[src/rtl/core/tkis_pkg.sv]
// Package for the top-k index select core: shared constants and types.
package tkis_pkg;

  localparam int unsigned TkisKMax       = 64;
  localparam int unsigned TkisRowMax     = 65536;
  localparam int unsigned TkisValueWidth = 32;
  localparam int unsigned TkisCountWidth = 7;
  localparam int unsigned TkisIndexWidth = 16;
  localparam int unsigned TkisQueueDepth = 4;

  localparam logic [TkisCountWidth-1:0] TkisTopCountRst = TkisCountWidth'(1);

  typedef struct packed {
    logic empty;
    logic full;
  } tkis_q_stat_t;

endpackage

[src/rtl/core/tkis_queue.sv]
// Short first-word-fall-through queue between front and back end.
module tkis_queue import tkis_pkg::*; #(
  parameter int unsigned WIDTH = 8,
  localparam int unsigned PtrWidth = $clog2(TkisQueueDepth),
  localparam int unsigned CntWidth = $clog2(TkisQueueDepth + 1)
) (
  input  logic             clk_i,
  input  logic             rst_ni,
  input  logic             wr_i,
  input  logic [WIDTH-1:0] wr_data_i,
  input  logic             rd_i,
  output logic [WIDTH-1:0] rd_data_o,
  output tkis_q_stat_t     stat_o
);

  logic [WIDTH-1:0]    mem_q [TkisQueueDepth];
  logic [PtrWidth-1:0] wr_ptr_q, rd_ptr_q;
  logic [CntWidth-1:0] cnt_q;
  logic                do_wr, do_rd;

  assign stat_o.empty = (cnt_q == '0);
  assign stat_o.full  = (cnt_q == CntWidth'(TkisQueueDepth));
  assign do_wr        = wr_i && !stat_o.full;
  assign do_rd        = rd_i && !stat_o.empty;
  assign rd_data_o    = mem_q[rd_ptr_q];

  always_ff @(posedge clk_i) begin
    if (do_wr) begin
      mem_q[wr_ptr_q] <= wr_data_i;
    end
  end

  always_ff @(posedge clk_i or negedge rst_ni) begin
    if (!rst_ni) begin
      wr_ptr_q <= '0;
      rd_ptr_q <= '0;
      cnt_q    <= '0;
    end else begin
      if (do_wr) begin
        wr_ptr_q <= (wr_ptr_q == PtrWidth'(TkisQueueDepth - 1)) ? '0 : wr_ptr_q + 1'b1;
      end
      if (do_rd) begin
        rd_ptr_q <= (rd_ptr_q == PtrWidth'(TkisQueueDepth - 1)) ? '0 : rd_ptr_q + 1'b1;
      end
      if (do_wr && !do_rd) begin
        cnt_q <= cnt_q + 1'b1;
      end else if (do_rd && !do_wr) begin
        cnt_q <= cnt_q - 1'b1;
      end
    end
  end

endmodule

[config.mk]
export PLATFORM = sky130hd
export DESIGN_NAME = tkis_queue
export DESIGN_NICKNAME = d
export VERILOG_FILES = /design/src/rtl/core/tkis_pkg.sv /design/src/rtl/core/tkis_queue.sv
export SDC_FILE = /design/constraint.sdc
export NUM_CORES = 1
export LEC_CHECK = 0
export BUFFER_PORTS_ARGS = -buffer_cell sky130_fd_sc_hd__buf_4
export CAP_MARGIN = 30
export CORE_UTILIZATION = 30
export CTS_BUF_LIST = sky130_fd_sc_hd__clkbuf_8
export DETAILED_ROUTE_END_ITERATION = 16
export GPL_ROUTABILITY_DRIVEN = 0
export PLACE_DENSITY = 0.5
export SLEW_MARGIN = 20
export SYNTH_ARGS = -nofsm -noshare
export SYNTH_HDL_FRONTEND = slang
export SYNTH_SLANG_ARGS = --single-unit
[constraint.sdc]
create_clock -name clk_i -period 2.6 [get_ports clk_i]
set_input_delay 0.26 -clock clk_i [delete_from_list [all_inputs] [get_ports clk_i]]
set_output_delay 0.26 -clock clk_i [all_outputs]
set_load 0.005 [all_outputs]
==> results.yml, run 1 <==
critical_path:
  crit_path_max_fanout: 4
  cpPeakStageDelay_ns: 0.47
  cpMostUsedCell: "xor2_1"
  crit_path_top_delay_cell: "dfrtp_1"
  cp.arrival_ns: 2.29
  critical_path_class: "flip-flop to flip-flop"
  critPathLaunchType: "flip-flop"
  end_kind: "flip-flop"
  crit_required_ns: 2.82
  cp_cell_sequence: "nor3_1 > nand2b_4 > ha_1 > inv_1 > fa_1 > xor2_1 > nor2_1 > xor2_1"
route:
  drt-initial-drc-count: 16
  post_drt_wl_per_cell_um: 14.1
  vias_per_cell: 4.25
  ant_nets: 0
  drc: 0
  dr.pass1.iters: 3
  wl_um: 2490
  vias: 748
layout:
  nFillCells: 507
  multi_input_area_um2: 453
  fin_util_pct: 38.7
  nNetsFinal: 124
  seq_area_um2: 1140
  syn2layout_area_growth_pct: 22.7
  drive_gt1_share_pct: 45.3
  mostFrequentLayoutCells: "edfxtp_1 (32), buf_4 (21), mux4_2 (8), dfrtp_1 (7), ha_1 (6)"
  antennaDiodeCount: 0
  layout_commonest_cell: "edfxtp_1"
floorplanning:
  pin_count: 22
  die_x_um: 75.5
  coreArea_um2: 5140
  die_h_um: 75.5
  rows: 26
  die_area_um2: 5700
  floorplan.initialDensity_pct: 31.5
cts:
  clkLatencyLatePin_ns: 0.29
  postCtsHoldBufs: 1
  cts_tree: "done"
  clk_pin_slew_ns: 0.08
  cts_sinks: 39
  root_buffer: "clkbuf_8"
  cts-buffers-inserted: 5
  cts.path.max_buffers: 2
  htree_levels: 2
  ctsResizeCount: 0
  post_cts_buffers: 0
sta:
  clock-skew-final_ns: 0.0104
  fin_crit_ns: 2.08
  rsz0062_at_grt: "no"
  report.final.hold_viol_count: 0
  slew_viol_final: 0
  slew_headroom_pct: 61.1
  finalCritPeriodShare_pct: 79.9
  setup_tns_ns: 0
  fmax_mhz: 481
  tightest_slew_ns: 0.584
  report.final.setup_viol: 0
min_path:
  hold_class: "input pin to flip-flop"
power_and_ir_drop:
  internal_power_mw: 1.64
  cellPowerDensity_nw_per_um2: 1120
  p_leak_nw: 0.744
  pwr-share-clk_pct: 26.1
  p_seq_share_pct: 44.5
  switchingPower_mw: 0.594
  p_comb_share_pct: 29.4
  power_switching_share_pct: 26.6
  peakVddDrop_mv: 0.460
grt:
  grtUsageTotal_pct: 10.5
  grt_pass1_vias: 795
  antenna_found_initial: 0
  grt_overflow: 0
  grt_pass1_wl_um: 3920
  grt_max_degree: 13
yosys:
  syn_area_um2: 1620
  yosysUniqueCellTypes: 19
  ys_seq_area_share_pct: 70.1
  syn_area_per_cell_um2: 20.5
  syn_inst: 79
  yosys_warnings: 0
  synth.area.top_cells: "edfxtp_1 (59%), mux4_2 (11%), dfrtp_1 (11%)"
  ys_ff_latch: 39
  synth_top_cell_by_area: "edfxtp_1"
  yosysTopAreaCellShare_pct: 59.3
  syn_nets: 98
place:
  dpl.hpwl_um: 1700
  io_buffers: 21
flow_run:
  cap_violations: 0
outcome:
  outcome: "completed"
-- state kept, by name, indices dropped and copies added (netlist names) --
signal and flops:
wr_ptr_q 2, rd_ptr_q 2, cnt_q 3, mem_q 32
-- critical path: cells and delay by family, from the launching register on --
| family | cells | cell delay, ns |
|---|---|---|
| simple gates | 3 | 0.61 |
| xor+xnor | 2 | 0.30 |
| flops | 1 | 0.47 |
| fa+ha+maj | 2 | 0.56 |
| buf+inv | 1 | 0.06 |
-- power by group through the flow --
stage	logic, mW	clock network, mW	registers [mW]
CTS	0.677	0.603	1.01
finish	0.657	0.583	0.993
detailed placement	0.671	0	1.02
floorplan	0.501	0	0.924
global placement	0.662	0	1.01
global route	0.728	0.629	1.02
-- cell families (layout without fill, tap and decap cells) --
kind of cell | Yosys count | in the layout | share of synthesized area [%]
XOR/XNOR | 3 | 3 | 1.62
adder cells (fa/ha/maj) | 7 | 7 | 5.87
buffers and inverters | 6 | 33 | 1.93
flip-flops | 39 | 39 | 70.1
multiplexers | 13 | 13 | 15.1
AND/OR/NAND/NOR | 11 | 11 | 5.41
-- per-layer routing --
layer	vias to the layer above	track usage (%)	share of wire (%)
li1	351	-	-
met1	375	12.5	42
met2	15	15.7	50
met3	7	4.63	5.3
met4	0	6.17	2.5
met5	-	0	0
-- cell type report --
| type | count | share of cell area, % |
|---|---|---|
| tap | 70 | 4.41 |
| sequential | 39 | 57.1 |
| clock buffer | 5 | 3.46 |
| clock inverter | 3 | 3.21 |
| multi-input combinational | 34 | 22.8 |
| inverter | 3 | 0.566 |
| timing repair buffer | 22 | 8.43 |
-- final timing paths --
check,cells after the start,endpoint,slack (ns),start
worst max register to register,8,cnt_q[2]$_DFFE_PN0P_,0.52,cnt_q[0]$_DFFE_PN0P_
worst max-delay path,8,cnt_q[2]$_DFFE_PN0P_,0.52,cnt_q[0]$_DFFE_PN0P_
worst min register to register,1,cnt_q[2]$_DFFE_PN0P_,0.50,cnt_q[2]$_DFFE_PN0P_
min in group asynchronous,2,wr_ptr_q[1]$_DFFE_PN0P_,0.31,rst_ni
max in group asynchronous,2,cnt_q[2]$_DFFE_PN0P_,2.17,rst_ni
worst min-delay path,1,mem_q[1][1]$_DFFE_PP_,0.17,wr_data_i[1]
-- cells in the mapped netlist --
library cell / number
mux2_2: 3
mux2_4: 2
nor3_1: 1
fa_1: 1
xor2_1: 2
dfrtp_1: 7
nand2b_4: 1
and2_2: 4
inv_1: 3
xnor2_1: 1
mux4_2: 8
nor2b_2: 1
ha_1: 6
nor3b_4: 1
buf_1: 1
nor2_1: 3
buf_6: 1
buf_2: 1
edfxtp_1: 32
-- per-stage QoR --
| stage | power [mW] | cells | area (um2) | setup slack (ns) | hold WS [ns] |
|---|---|---|---|---|---|
| 2_1_floorplan | 1.43 | 79 | 1620 | 0.662 | -0.0356 |
| 3_3_place_gp | 1.67 | 167 | 1850 | 0.618 | 0.0821 |
| 3_5_place_dp | 1.69 | 167 | 1850 | 0.518 | 0.0816 |
| 5_1_grt | 2.38 | 176 | 1990 | 0.400 | 0.150 |
| 4_1_cts | 2.29 | 176 | 1990 | 0.478 | 0.156 |
| 6_report | 2.23 | 176 | 1990 | 0.523 | 0.168 |
Note: power is estimated with default switching activity, not from simulation.
==> run 2, diff against run 1 <==
--- a/config.mk
+++ b/config.mk
@@ -11,7 +11,7 @@
 export CTS_BUF_LIST = sky130_fd_sc_hd__clkbuf_8
 export DETAILED_ROUTE_END_ITERATION = 16
 export GPL_ROUTABILITY_DRIVEN = 0
-export PLACE_DENSITY = 0.5
+export PLACE_DENSITY = 0.52
 export SLEW_MARGIN = 20
 export SYNTH_ARGS = -nofsm -noshare
 export SYNTH_HDL_FRONTEND = slang
==> constraint.sdc (replaced) <==
create_clock -name clk_i -period 1.88 [get_ports clk_i]
set_input_delay 0.188 -clock clk_i [delete_from_list [all_inputs] [get_ports clk_i]]
set_output_delay 0.188 -clock clk_i [all_outputs]
set_load 0.005 [all_outputs]
==> results.yml, run 2 (synthesis results as in run 1) <==
outcome:
  outcome: "complete, but fails checks"
  violations: "setup timing"
grt:
  grt_pass1_wl_um: 4260
  antenna_found_initial: 0
  grt_overflow: 0
  grt_max_degree: 13
  grtUsageTotal_pct: 10.9
  grt_pass1_vias: 849
layout:
  reg_top3: "mem_q (32), cnt_q (3)"
  top_register: "mem_q"
  fin_util_pct: 40.9
  syn2layout_area_growth_pct: 29.7
  mostFrequentLayoutCells: "edfxtp_1 (32), buf_4 (29), mux4_2 (8), ha_1 (5), clkbuf_8 (5)"
  layout_commonest_cell: "edfxtp_1"
  nFillCells: 484
  multi_input_area_um2: 482
  nNetsFinal: 133
  largest_register_ff_count: 32
  finalNonFillerCells: 185
  seq_area_um2: 1140
  drive_gt1_share_pct: 54.8
  antennaDiodeCount: 0
route:
  dr.pass1.iters: 4
  wl_met2_um: 1470
  vias: 793
  vias_per_cell: 4.29
  wl_met3_um: 109
  wirelength_met1_um: 1130
  highest_layer: "met4"
  wl_um: 2740
  ant_nets: 0
  post_drt_wl_per_cell_um: 14.8
  drc: 0
  drt-initial-drc-count: 27
cts:
  clk_pin_slew_ns: 0.08
  cts_tree: "done"
  cts_sinks: 39
  clkLatencyLatePin_ns: 0.28
  cts.path.max_buffers: 2
  root_buffer: "clkbuf_8"
  htree_levels: 2
  cts-buffers-inserted: 5
critical_path:
  critPathLaunchType: "flip-flop"
  cp.arrival_ns: 2.10
  rr_startpoint: "cnt_q[0]$_DFFE_PN0P_"
  crit_start: "cnt_q[0]$_DFFE_PN0P_"
  cp_cell_sequence: "buf_12 > nor3b_4 > nor2b_4 > ha_4 > inv_2 > fa_1 > mux2_2"
  ff2ff_setup_slack_ns: -0.06
  crit_path_max_fanout: 3
  cpPeakStageDelay_ns: 0.46
  critical_path_buf_inv_count: 2
  critical_path_class: "flip-flop to flip-flop"
  crit_path_top_delay_cell: "dfrtp_2"
  path_delay_family: "adder cells"
  end_kind: "flip-flop"
  crit_required_ns: 2.05
power_and_ir_drop:
  p_comb_share_pct: 33.7
  switchingPower_mw: 0.895
  pwr-share-clk_pct: 24.5
  p_seq_share_pct: 41.8
  peakVddDrop_mv: 0.920
  p_leak_nw: 0.797
  power_switching_share_pct: 27.0
  cellPowerDensity_nw_per_um2: 1580
  internal_power_mw: 2.43
sta:
  tightest_slew_ns: 0.479
  report.final.hold_viol_count: 0
  report.final.setup_viol: 1
  clock-skew-final_ns: 0.00496
  slew_viol_final: 0
  rsz0062_at_grt: "yes"
  finalCritPeriodShare_pct: 103
  slew_headroom_pct: 68.1
  fin_ws_ns: -0.0555
  fin_crit_ns: 1.94
  fmax_mhz: 517
floorplanning:
  coreArea_um2: 5140
  rows: 26
  die_x_um: 75.5
  floorplan.initialDensity_pct: 31.5
  die_h_um: 75.5
  die_area_um2: 5700
  pin_count: 22
place:
  place_inst: 169
  io_buffers: 21
  dpl.hpwl_um: 1760
min_path:
  hold_class: "input pin to flip-flop"
  worstHoldStart: "wr_data_i[4]"
flow_run:
  cap_violations: 0
==> run 2: cell types whose count changed in the layout (fill, tap and decap cells not counted), sizes merged <==
| cell | delta |
|---|---|
| buf | +9 |
==> run 2: worst register-to-register path, stage by stage, from the launching register on <==
cell and delay [ns]:
dfrtp_2 0.46, buf_12 0.14, nor3b_4 0.24, nor2b_4 0.08
ha_4 0.17, inv_2 0.05, fa_1 0.41, mux2_2 0.27
==> run 2: repair_timing <==
item / CTS / global route
pin swaps: 3 / 4
setup endpoints to repair: 10 / 2
buffers inserted: 6 / 1
endpoints found under the hold margin: 7 / 0
hold buffers: 1 / 0
gates resized for setup: 3 / 3
==> run 2: stage by stage <==
stage	cell area [um2]	hold slack [ns]	power (mW)	setup TNS (ns)	setup WS (ns)
detailed placement	1870	0.0111	2.37	-0.0786	-0.0606
CTS	2080	0.0946	3.34	-0.00416	-0.00416
global placement	1870	0.0104	2.34	0	0.00237
global route	2100	0.0869	3.53	-0.232	-0.133
floorplan	1630	-0.108	1.98	0	0.0164
finish	2100	0.101	3.32	-0.0555	-0.0555
==> run 2: final timing paths <==
path / to / cells past startpoint
worst max-delay path: cnt_q[1]$_DFFE_PN0P_ / 7
worst min-delay path: mem_q[1][4]$_DFFE_PP_ / 1
worst max register to register: cnt_q[1]$_DFFE_PN0P_ / 7
worst min register to register: cnt_q[2]$_DFFE_PN0P_ / 1
max in group asynchronous: rd_ptr_q[0]$_DFFE_PN0P_ / 2
min in group asynchronous: cnt_q[0]$_DFFE_PN0P_ / 2
==> run 2: per-layer routing <==
metal  vias to the layer above  GRT usage, %
met5                         -             0
li1                        368             -
met1                       402          12.4
met2                        18          18.9
met4                         0          4.32
met3                         5          3.84
==> run 2: layout make-up <==
cell class,instances,area share [%]
flip-flops and latches,39,54.3
multi-input cells,34,22.9
repair buffers,31,11.8
well taps,70,4.17
clock buffers,5,3.28
clock inverters,3,3.04
inverters,3,0.536
==> run 2: power by group through the flow <==
stage / registers [mW] / logic, mW / clock network, mW
global route: 1.43 / 1.24 / 0.866
global placement: 1.40 / 0.932 / 0
detailed placement: 1.42 / 0.953 / 0
finish: 1.39 / 1.12 / 0.813
floorplan: 1.29 / 0.698 / 0
CTS: 1.38 / 1.12 / 0.833
