==> config.mk <==
export PLATFORM = sky130hd
export DESIGN_NAME = tkis_front
export DESIGN_NICKNAME = d
export VERILOG_FILES = /design/src/rtl/core/tkis_pkg.sv /design/src/rtl/core/tkis_front.sv
export SDC_FILE = /design/constraint.sdc
export NUM_CORES = 1
export LEC_CHECK = 0
export BUFFER_PORTS_ARGS = -buffer_cell sky130_fd_sc_hd__buf_2
export CORE_MARGIN = 1
export CORE_UTILIZATION = 41
export DETAILED_ROUTE_END_ITERATION = 7
export GPL_ROUTABILITY_DRIVEN = 0
export PLACE_DENSITY_LB_ADDON = 0.2
export SLEW_MARGIN = 20
export SYNTH_ARGS = -nofsm -noshare
export SYNTH_HDL_FRONTEND = slang
export SYNTH_SLANG_ARGS = --single-unit
==> constraint.sdc <==
create_clock -name clk_i -period 2.2 [get_ports clk_i]
set_clock_uncertainty 0.1 [all_clocks]
set_input_delay 0.33 -clock clk_i [delete_from_list [all_inputs] [get_ports clk_i]]
set_output_delay 0.33 -clock clk_i [all_outputs]
set_load 0.02 [all_outputs]
==> src/rtl/core/tkis_pkg.sv <==
// Package for the top-k index select core: shared constants and types.
package tkis_pkg;

  localparam int unsigned TkisKMax       = 64;
  localparam int unsigned TkisRowMax     = 65536;
  localparam int unsigned TkisValueWidth = 32;
  localparam int unsigned TkisCountWidth = 7;
  localparam int unsigned TkisIndexWidth = 16;
  localparam int unsigned TkisQueueDepth = 4;

  localparam logic [TkisCountWidth-1:0] TkisTopCountRst = TkisCountWidth'(1);

  typedef struct packed {
    logic empty;
    logic full;
  } tkis_q_stat_t;

endpackage

==> src/rtl/core/tkis_front.sv <==
// Front end: takes input beats, tags each with its row position, feeds the queue.
module tkis_front import tkis_pkg::*; #(
  parameter int unsigned ROW_MAX     = TkisRowMax,
  parameter int unsigned VALUE_WIDTH = TkisValueWidth,
  localparam int unsigned PosWidth   = $clog2(ROW_MAX)
) (
  input  logic                   clk_i,
  input  logic                   rst_ni,
  input  logic                   push_i,
  input  logic [VALUE_WIDTH-1:0] value_i,
  input  logic                   last_in_row_i,
  input  tkis_q_stat_t           q_stat_i,
  output logic                   q_wr_o,
  output logic [VALUE_WIDTH-1:0] q_value_o,
  output logic [PosWidth-1:0]    q_pos_o,
  output logic                   q_last_o
);

  logic [PosWidth-1:0] pos_q, pos_d;
  logic                accept;

  assign accept    = push_i && !q_stat_i.full;
  assign q_wr_o    = accept;
  assign q_value_o = value_i;
  assign q_pos_o   = pos_q;
  assign q_last_o  = last_in_row_i;

  // position saturates at the top index on overlong rows
  always_comb begin
    pos_d = pos_q;
    if (accept) begin
      if (last_in_row_i) begin
        pos_d = '0;
      end else if (pos_q != PosWidth'(ROW_MAX - 1)) begin
        pos_d = pos_q + 1'b1;
      end
    end
  end

  always_ff @(posedge clk_i or negedge rst_ni) begin
    if (!rst_ni) begin
      pos_q <= '0;
    end else begin
      pos_q <= pos_d;
    end
  end

endmodule

==> results of run 1 <==
area by class of cell:
type                            count  area (um^2)  area share, %
Inverter                           11         41.3           3.52
Sequential cell                    16          400           34.1
Multi-Input combinational cell     84          528           45.0
Timing Repair Buffer               26          143           12.2
Tap cell                           31         38.8           3.30
Clock buffer                        3         22.5           1.92
worst max-delay path: cells and delay by family, from the launching register on:
family                   cells  cell delay, ns
flip-flops                   1            0.46
adder cells (fa/ha/maj)      1            0.29
AO/OA/AOI/OAI                2            0.31
AND/OR/NAND/NOR              2            0.56
buffers and inverters        1            0.21
worst min-delay path by stage:
stage             startpoint          to  depth (start not counted)
2_1_floorplan         rst_ni  q_pos_o[0]                          0
3_3_place_gp          rst_ni  q_pos_o[5]                          1
3_5_place_dp          rst_ni  q_pos_o[5]                          1
4_1_cts        last_in_row_i  q_pos_o[7]                          2
5_1_grt               rst_ni  q_pos_o[9]                          2
6_report              rst_ni  q_pos_o[5]                          2
timing repair:
item,CTS,global route
gates resized for setup,0,0
hold buffers,1,0
setup endpoints to repair,0,0
endpoints found under the hold margin,16,0
where the power goes:
group	total (mW)	switching [mW]	internal [mW]
Clock	0.156	0.0920	0.0636
Sequential	0.419	0.0785	0.340
Combinational	0.288	0.179	0.109
metal layers:
layer  part of all wire [%]  up-vias  GRT usage [%]
li1                       -      472              -
met1                     44      479           21.3
met2                     47       52           25.7
met3                    8.0        4           7.48
met4                   0.70        0           4.88
met5                      0        -              0
kinds of logic (layout without fill, tap and decap cells):
group                      Yosys count  after routing  share of synthesized area (%)
muxes                                9              9                           7.81
and+or+nand+nor                     50             50                           21.9
AOI/OAI and AO/OA                   24             24                           11.5
adders and majority gates            1              1                           1.00
DFF                                 16             16                           32.0
buffers and inverters               50             40                           25.7
layout by cell type (no fill, tap or decap), types with 2 or more instances in the layout:
cell / count
o22ai_1: 6
inv_1: 10
dfrtp_1: 16
nor3_1: 9
mux2i_1: 6
nand3_1: 9
nand2b_1: 3
buf_2: 22
nand4_1: 4
mux2_2: 2
nand2_1: 3
a21oi_1: 8
nor4_1: 2
a21o_1: 2
nor2_1: 13
o21ai_0: 4
buf_4: 3
clkbuf_4: 3
metrics by stage:
| stage | power (mW) | utilization (%) | setup WS, ns | instance area, um^2 | hold slack [ns] |
|---|---|---|---|---|---|
| after detailed placement | 0.710 | 40.3 | 0.235 | 1140 | 0.179 |
| final | 0.862 | 41.5 | 0.197 | 1170 | 0.377 |
| after CTS | 0.874 | 41.5 | 0.206 | 1170 | 0.367 |
| after global routing | 0.919 | 41.5 | 0.00821 | 1170 | 0.399 |
| after global placement | 0.704 | 40.3 | 0.268 | 1140 | 0.177 |
| after floorplan | 0.696 | - | 0.219 | 1250 | -0.0656 |
Yosys cell counts (2+ instances only):
| cell | instances | area share [%] |
|---|---|---|
| buf_4 | 33 | 20 |
| dfrtp_1 | 16 | 32 |
| nor2_1 | 13 | 3.9 |
| inv_1 | 10 | 3.0 |
| nand3_1 | 9 | 3.6 |
| nor3_1 | 9 | 3.6 |
| a21oi_1 | 8 | 3.2 |
| mux2i_1 | 6 | 4.8 |
| o22ai_1 | 6 | 3.0 |
| nand4_1 | 4 | 2.0 |
| o21ai_0 | 4 | 1.6 |
| nand2_1 | 3 | 0.90 |
| nand2b_1 | 3 | 1.5 |
| a21o_1 | 2 | 1.2 |
| clkbuf_1 | 2 | 0.60 |
| mux2_2 | 2 | 1.8 |
| nor4_1 | 2 | 1.0 |
==> run_results.csv, run 1 <==
group,metric,value,unit
place,dpl.hpwl,1900,um
outcome,outcome,"finished, violations left",
detailed_routing,ant_nets,0,
synth,synth_seq_cells,16,
synth,ys_warn_count,0,
floorplanning,dieWidth,57.2,um
timing,worstMarginPinSlew,0.479,ns
place,port_buffers,22,
clock_tree,tritoncts,"built",
synth,ys.flop_type,"dfrtp_1",
global_routing,grt.overflow.total,0,
detailed_routing,vias,1007,
clock_tree,numCtsBuffers,3,
synth,ys_seq_area_share,32.0,%
setup_path,path_cells,"ha_1 -> nand4_2 -> nor3_4 -> a21oi_2 -> buf_4 -> o22ai_1",
synth,syn-num-nets,189,
cells_and_area,largest_register_ffs,16,
clock_tree,clkLatencyLatePin,0.29,ns
place,placed_cells,167,
setup_path,worstSetupEndpointType,"register",
cells_and_area,fillers,285,
clock_tree,cts_setup_buffers,0,
timing,hold_viol,0,
power_and_ir_drop,p_leak,0.539,nW
detailed_routing,via_per_inst,5.89,
global_routing,grt.total_usage,16.7,%
setup_path,crit_fanout,9,
power_and_ir_drop,ir_drop,0.516,mV
detailed_routing,dr.pass1.iters,7,
flow_run,drv_cap,0,
global_routing,grt_max_degree,24,
synth,synth_area_per_cell,8.33,um^2
global_routing,grt_pass1_vias,855,
setup_path,crit_path_max_incr_delay,0.46,ns
setup_path,endpoint,"q_pos_o[8]",
cells_and_area,n_antenna_cell,0,
cells_and_area,finish.net_count,181,
cells_and_area,area_growth,-6.11,%
global_routing,grt_pass1_wl,4150,um
synth,async_flop_share,100,%
setup_path,crit_path_start,"q_pos_o[0]",
floorplanning,die_h,57.2,um
timing,min_period_over_period,91.0,%
detailed_routing,drt_iter0_markers,27,
timing,period_minus_slack,2.00,ns
detailed_routing,drc,8,
clock_tree,root_buffer,"clkbuf_4",
synth,synth_area,1250,um^2
global_routing,grt_antenna_before_repair,0,
floorplanning,num_rows,19,
synth,synthDistinctLibCells,35,
setup_path,r2r_cells,6,
setup_path,reg2reg_slack,0.20,ns
clock_tree,clk_pin_slew_worst_paths,0.10,ns
timing,fin_tns_setup,0,ns
floorplanning,dieArea,3270,um^2
timing,rsz0062_at_grt,"no",
synth,netlist_instances,150,
timing,fmax,499,MHz
setup_path,crit_slowest_cell,"dfrtp_1",
floorplanning,core,2830,um^2
clock_tree,cts_max_path_buffers,2,
floorplanning,ios,88,
clock_tree,cts_sinks,16,
power_and_ir_drop,powerDensity,734,nW/um^2
outcome,violations,"DRC",
cells_and_area,drive_above_1_share,24.3,%
cells_and_area,fin_cells,171,
setup_path,r2r_start,"q_pos_o[0]",
timing,setup_viol,0,
setup_path,cp_data_required_time,2.31,ns
clock_tree,htreeDepth,1,
setup_path,rr_endpoint,"q_pos_o[8]",
setup_path,worstPathArrival,2.11,ns
synth,synth_edf_count,0,
detailed_routing,drt-total-wl,2730,um
floorplanning,initial_core_util,44.2,%
hold_path,hold_class,"in -> async",
setup_path,start_kind,"register",
setup_path,path_class,"reg -> reg",
timing,drv_slew,0,
detailed_routing,wl_per_cell,16.0,um
timing,max_slew_margin,68.0,%
(Power assumes the default switching activity.)
==> inputs of run 2 (changes only) <==
--- a/config.mk
+++ b/config.mk
@@ -10,7 +10,10 @@
 export CORE_UTILIZATION = 41
 export DETAILED_ROUTE_END_ITERATION = 7
 export GPL_ROUTABILITY_DRIVEN = 0
+export MAX_ROUTING_LAYER = met4
 export PLACE_DENSITY_LB_ADDON = 0.2
+export RECOVER_POWER = 50
+export SKIP_LAST_GASP = 1
 export SLEW_MARGIN = 20
 export SYNTH_ARGS = -nofsm -noshare
 export SYNTH_HDL_FRONTEND = slang
==> run 2 against run 1 <==
Against the previous run:
- the flow still finishes with violations (DRC)
- first-iteration DRC count down 3.7%
- clock power hardly changed
- sequential power barely moved
- sequential cell count unchanged
==> run_results.csv, run 2 (synthesis results as in run 1) <==
group,metric,value,unit
cells_and_area,largest_register_ffs,16,
floorplanning,core,2830,um^2
global_routing,grt.total_usage,17.3,%
setup_path,path_cells,"ha_1 -> nand4_2 -> nor3_4 -> a21oi_2 -> buf_4 -> o22ai_1",
setup_path,crit_slowest_cell,"dfrtp_1",
clock_tree,numCtsBuffers,3,
detailed_routing,vias,1008,
setup_path,path_class,"reg -> reg",
cells_and_area,final_cell_mix,"21 x buf_2, 16 x dfrtp_1, 13 x nor2_1",
clock_tree,clk_pin_slew_worst_paths,0.10,ns
timing,hold_viol,0,
power_and_ir_drop,p_leak,0.537,nW
setup_path,start_kind,"register",
clock_tree,clkLatencyLatePin,0.29,ns
floorplanning,num_rows,19,
clock_tree,post_cts_resized,0,
power_and_ir_drop,swShare,40.5,%
cells_and_area,final_util,41.4,%
detailed_routing,drc,8,
timing,drv_slew,0,
power_and_ir_drop,ir_drop,0.515,mV
power_and_ir_drop,combPwrFrac,33.3,%
flow_run,drv_cap,0,
detailed_routing,via_per_inst,5.89,
clock_tree,root_buffer,"clkbuf_4",
setup_path,worstSetupEndpointType,"register",
place,dpl.hpwl,1900,um
floorplanning,initial_core_util,44.2,%
floorplanning,ios,88,
power_and_ir_drop,p_total,0.862,mW
detailed_routing,wl_per_cell,15.9,um
timing,fin_tns_setup,0,ns
setup_path,cp_data_required_time,2.31,ns
detailed_routing,drt_iter0_markers,26,
hold_path,hold_class,"in -> reg",
power_and_ir_drop,switching_power,0.350,mW
setup_path,crit_fanout,9,
clock_tree,tritoncts,"built",
cells_and_area,final_common_cell,"buf_2",
cells_and_area,n_antenna_cell,0,
floorplanning,dieWidth,57.2,um
power_and_ir_drop,clockPowerShare,18.1,%
clock_tree,htreeDepth,1,
power_and_ir_drop,p_int,0.513,mW
detailed_routing,dr.pass1.iters,7,
clock_tree,cts_sinks,16,
cells_and_area,fin_cells,171,
timing,worst_slack,0.203,ns
timing,fmax,501,MHz
floorplanning,dieArea,3270,um^2
timing,max_slew_margin,38.2,%
clock_tree,cts_max_path_buffers,2,
setup_path,worstPathArrival,2.11,ns
place,port_buffers,22,
global_routing,grt_pass1_wl,4170,um
cells_and_area,area_growth,-6.21,%
timing,period_minus_slack,2.00,ns
cells_and_area,finish.net_count,181,
outcome,outcome,"finished, violations left",
cells_and_area,drive_above_1_share,23.6,%
detailed_routing,ant_nets,0,
timing,min_period_over_period,90.8,%
place,placed_cells,167,
outcome,violations,"DRC",
power_and_ir_drop,pwr-share-seq,48.6,%
timing,rsz0062_at_grt,"no",
global_routing,grt.overflow.total,0,
clock_tree,cts_setup_buffers,0,
floorplanning,die_h,57.2,um
cells_and_area,fillers,286,
global_routing,grt_antenna_before_repair,0,
power_and_ir_drop,powerDensity,735,nW/um^2
detailed_routing,drt-total-wl,2730,um
global_routing,grt_max_degree,24,
timing,worstMarginPinSlew,0.927,ns
timing,setup_viol,0,
global_routing,grt_pass1_vias,853,
setup_path,crit_path_max_incr_delay,0.46,ns
place,place_ws,0.235,ns
-- run 2: timing repair --
| action | 4_1_cts | 5_1_grt |
|---|---|---|
| endpoints found under the setup margin | 0 | 0 |
| hold endpoints to repair | 16 | 0 |
| hold buffers | 1 | 0 |
-- run 2: worst paths after layout --
kind                       cells past startpoint          start  slack, ns          end
max in group asynchronous                      2         rst_ni       0.85  q_pos_o[13]
max                                            6     q_pos_o[0]       0.20   q_pos_o[8]
min in group asynchronous                      2         rst_ni       0.58   q_pos_o[5]
min                                            2  last_in_row_i       0.37   q_pos_o[7]
min reg2reg                                    2    q_pos_o[14]       0.49  q_pos_o[14]
max reg2reg                                    6     q_pos_o[0]       0.20   q_pos_o[8]
-- run 2: area by class of cell --
class	count	area, um^2	share of cell area [%]
tap	31	38.8	3.31
timing repair buffer	26	141	12.1
inverter	11	41.3	3.52
sequential	16	400	34.2
multi-input combinational	84	528	45.0
clock buffer	3	22.5	1.92
-- run 2: power groups by stage --
stage | sequential (mW) | combinational (mW) | clock, mW
5_1_grt | 0.430 | 0.314 | 0.176
3_5_place_dp | 0.425 | 0.285 | 0
2_1_floorplan | 0.464 | 0.232 | 0
3_3_place_gp | 0.423 | 0.281 | 0
6_report | 0.419 | 0.287 | 0.156
4_1_cts | 0.420 | 0.288 | 0.166
-- run 2: stage by stage --
step / hold WS (ns) / cell area, um^2
global placement: 0.177 / 1140
CTS: 0.367 / 1170
floorplan: -0.0656 / 1250
global route: 0.399 / 1170
finish: 0.374 / 1170
detailed placement: 0.179 / 1140
-- run 2: per-layer routing --
layer	part of all wire, %	up-vias	track usage [%]
met1	44	480	21.5
met5	0	-	-
met3	7.9	4	7.48
met2	47	52	25.7
li1	-	472	-
met4	0.73	0	4.88
-- run 2: critical path: cells and delay by family (launching register included) --
| family | cells | cell delay (ns) |
|---|---|---|
| simple gates | 2 | 0.56 |
| flops | 1 | 0.46 |
| compound gates | 2 | 0.31 |
| fa+ha+maj | 1 | 0.29 |
| buf+inv | 1 | 0.20 |
==> inputs of run 3 (changes only) <==
==> constraint.sdc (replaced) <==
create_clock -name clk_i -period 1.85 [get_ports clk_i]
set_clock_uncertainty 0.1 [all_clocks]
set_input_delay 0.2775 -clock clk_i [delete_from_list [all_inputs] [get_ports clk_i]]
set_output_delay 0.2775 -clock clk_i [all_outputs]
set_load 0.02 [all_outputs]
==> run 3 against run 2 <==
Against the previous run:
- the run still ends with DRC left
- critical endpoint is now q_pos_o[10]
- global-route usage is 0.73 points higher
- highest routed layer unchanged
- first-iteration DRC count is 65% higher
- design area is 3.3% higher
- count of clock-buffer cells in the layout is 1 higher
- largest power group unchanged
==> run_results.csv, run 3 (synthesis results as in run 1) <==
group,metric,value,unit
timing,hold_viol,0,
setup_path,worstSetupEndpointType,"register",
global_routing,grt.total_usage,18.0,%
setup_path,path_cells,"ha_1 -> nand4_2 -> nor4_1 -> mux2_2 -> o21ai_0",
place,placed_cells,170,
detailed_routing,vias,976,
flow_run,drv_cap,0,
floorplanning,core,2830,um^2
cells_and_area,final_common_cell,"buf_2",
clock_tree,numCtsBuffers,3,
timing,worst_slack,0.152,ns
clock_tree,clkLatencyLatePin,0.30,ns
detailed_routing,drt-total-wl,2630,um
floorplanning,die_h,57.2,um
timing,max_slew_margin,38.2,%
timing,drv_slew,0,
power_and_ir_drop,clockPowerShare,22.4,%
cells_and_area,largest_register_ffs,16,
timing,fin_tns_setup,0,ns
global_routing,grt_max_degree,17,
timing,setup_viol,0,
detailed_routing,wl_per_cell,15.0,um
power_and_ir_drop,switching_power,0.430,mW
cells_and_area,drive_above_1_share,27.1,%
power_and_ir_drop,swShare,39.3,%
clock_tree,htreeDepth,1,
place,port_buffers,22,
setup_path,path_class,"reg -> reg",
setup_path,r2r_start,"q_pos_o[0]",
clock_tree,cts_max_path_buffers,2,
power_and_ir_drop,combPwrFrac,31.6,%
clock_tree,tritoncts,"built",
floorplanning,ios,88,
detailed_routing,via_per_inst,5.58,
timing,rsz0062_at_grt,"no",
cells_and_area,final_cell_mix,"21 x buf_2, 14 x dfrtp_1, 13 x nor2_1",
power_and_ir_drop,pwr-share-seq,46.0,%
timing,fmax,589,MHz
power_and_ir_drop,powerDensity,903,nW/um^2
setup_path,crit_path_start,"q_pos_o[0]",
outcome,violations,"DRC",
detailed_routing,dr.pass1.iters,6,
setup_path,cp_data_required_time,1.98,ns
timing,min_period_over_period,91.8,%
hold_path,hold_class,"in -> reg",
global_routing,grt_pass1_vias,960,
setup_path,crit_slowest_cell,"dfrtp_2",
detailed_routing,drc,4,
cells_and_area,area_growth,-3.10,%
floorplanning,initial_core_util,44.2,%
cells_and_area,finish.net_count,184,
clock_tree,clk_pin_slew_worst_paths,0.11,ns
floorplanning,dieArea,3270,um^2
global_routing,grt.overflow.total,0,
setup_path,crit_path_max_incr_delay,0.43,ns
floorplanning,dieWidth,57.2,um
power_and_ir_drop,p_leak,0.556,nW
detailed_routing,ant_nets,0,
place,dpl.hpwl,1880,um
global_routing,grt_antenna_before_repair,0,
outcome,outcome,"finished, violations left",
cells_and_area,fin_cells,175,
floorplanning,num_rows,19,
hold_path,hp-start,"last_in_row_i",
global_routing,grt_pass1_wl,4460,um
clock_tree,root_buffer,"clkbuf_4",
cells_and_area,n_antenna_cell,0,
power_and_ir_drop,p_int,0.663,mW
setup_path,crit_fanout,7,
power_and_ir_drop,ir_drop,0.442,mV
setup_path,worstPathArrival,1.82,ns
detailed_routing,drt_iter0_markers,43,
timing,worstMarginPinSlew,0.926,ns
place,place_ws,0.169,ns
clock_tree,cts_sinks,16,
setup_path,start_kind,"register",
timing,period_minus_slack,1.70,ns
run 3: power groups by stage:
stage / sequential [mW] / clock (mW) / combinational [mW]
5_1_grt: 0.517 / 0.266 / 0.379
6_report: 0.503 / 0.244 / 0.346
3_3_place_gp: 0.507 / 0 / 0.340
2_1_floorplan: 0.554 / 0 / 0.276
3_5_place_dp: 0.510 / 0 / 0.346
4_1_cts: 0.503 / 0.253 / 0.350
run 3: area by class of cell:
cell class / instances / area, um^2
Clock buffer: 4 / 36.3
Fill cell: 310 / 1620
Inverter: 11 / 41.3
Multi-Input combinational cell: 84 / 528
Sequential cell: 16 / 403
Tap cell: 31 / 38.8
Timing Repair Buffer: 29 / 164
run 3: metal layers:
metal	track usage, %	vias up	share of wire (%)
met4	4.18	0	1.3
li1	-	475	-
met3	7.03	10	7.2
met5	-	-	0
met1	22.8	438	46
met2	27.2	53	45
run 3: worst paths after layout:
check	to	slack, ns	cells after the start
min in group asynchronous	q_pos_o[7]	0.52	2
max reg2reg	q_pos_o[10]	0.15	5
max in group asynchronous	q_pos_o[1]	0.50	2
min reg2reg	q_pos_o[14]	0.50	2
min	q_pos_o[11]	0.21	2
max	q_pos_o[10]	0.15	5
run 3: timing repair:
item | in CTS | in global routing
hold buffers | 1 | 0
buffers inserted | 0 | 0
resized for setup | 0 | 0
hold endpoints to repair | 16 | 0
run 3: worst max-delay path: cells and delay by family (launching register included):
family                   cells  cell delay (ns)
flip-flops                   1             0.43
AO/OA/AOI/OAI                1             0.07
AND/OR/NAND/NOR              2             0.46
multiplexers                 1             0.37
adder cells (fa/ha/maj)      1             0.20
run 3: stage by stage:
step           utilization, %  cell area, um^2  hold WS [ns]  total power [mW]
6_report                 42.8             1210         0.215              1.09
4_1_cts                  42.9             1210         0.203              1.11
2_1_floorplan               -             1250        -0.118             0.831
3_3_place_gp             41.2             1170         0.121             0.846
5_1_grt                  42.8             1210         0.205              1.16
3_5_place_dp             41.2             1170         0.123             0.856
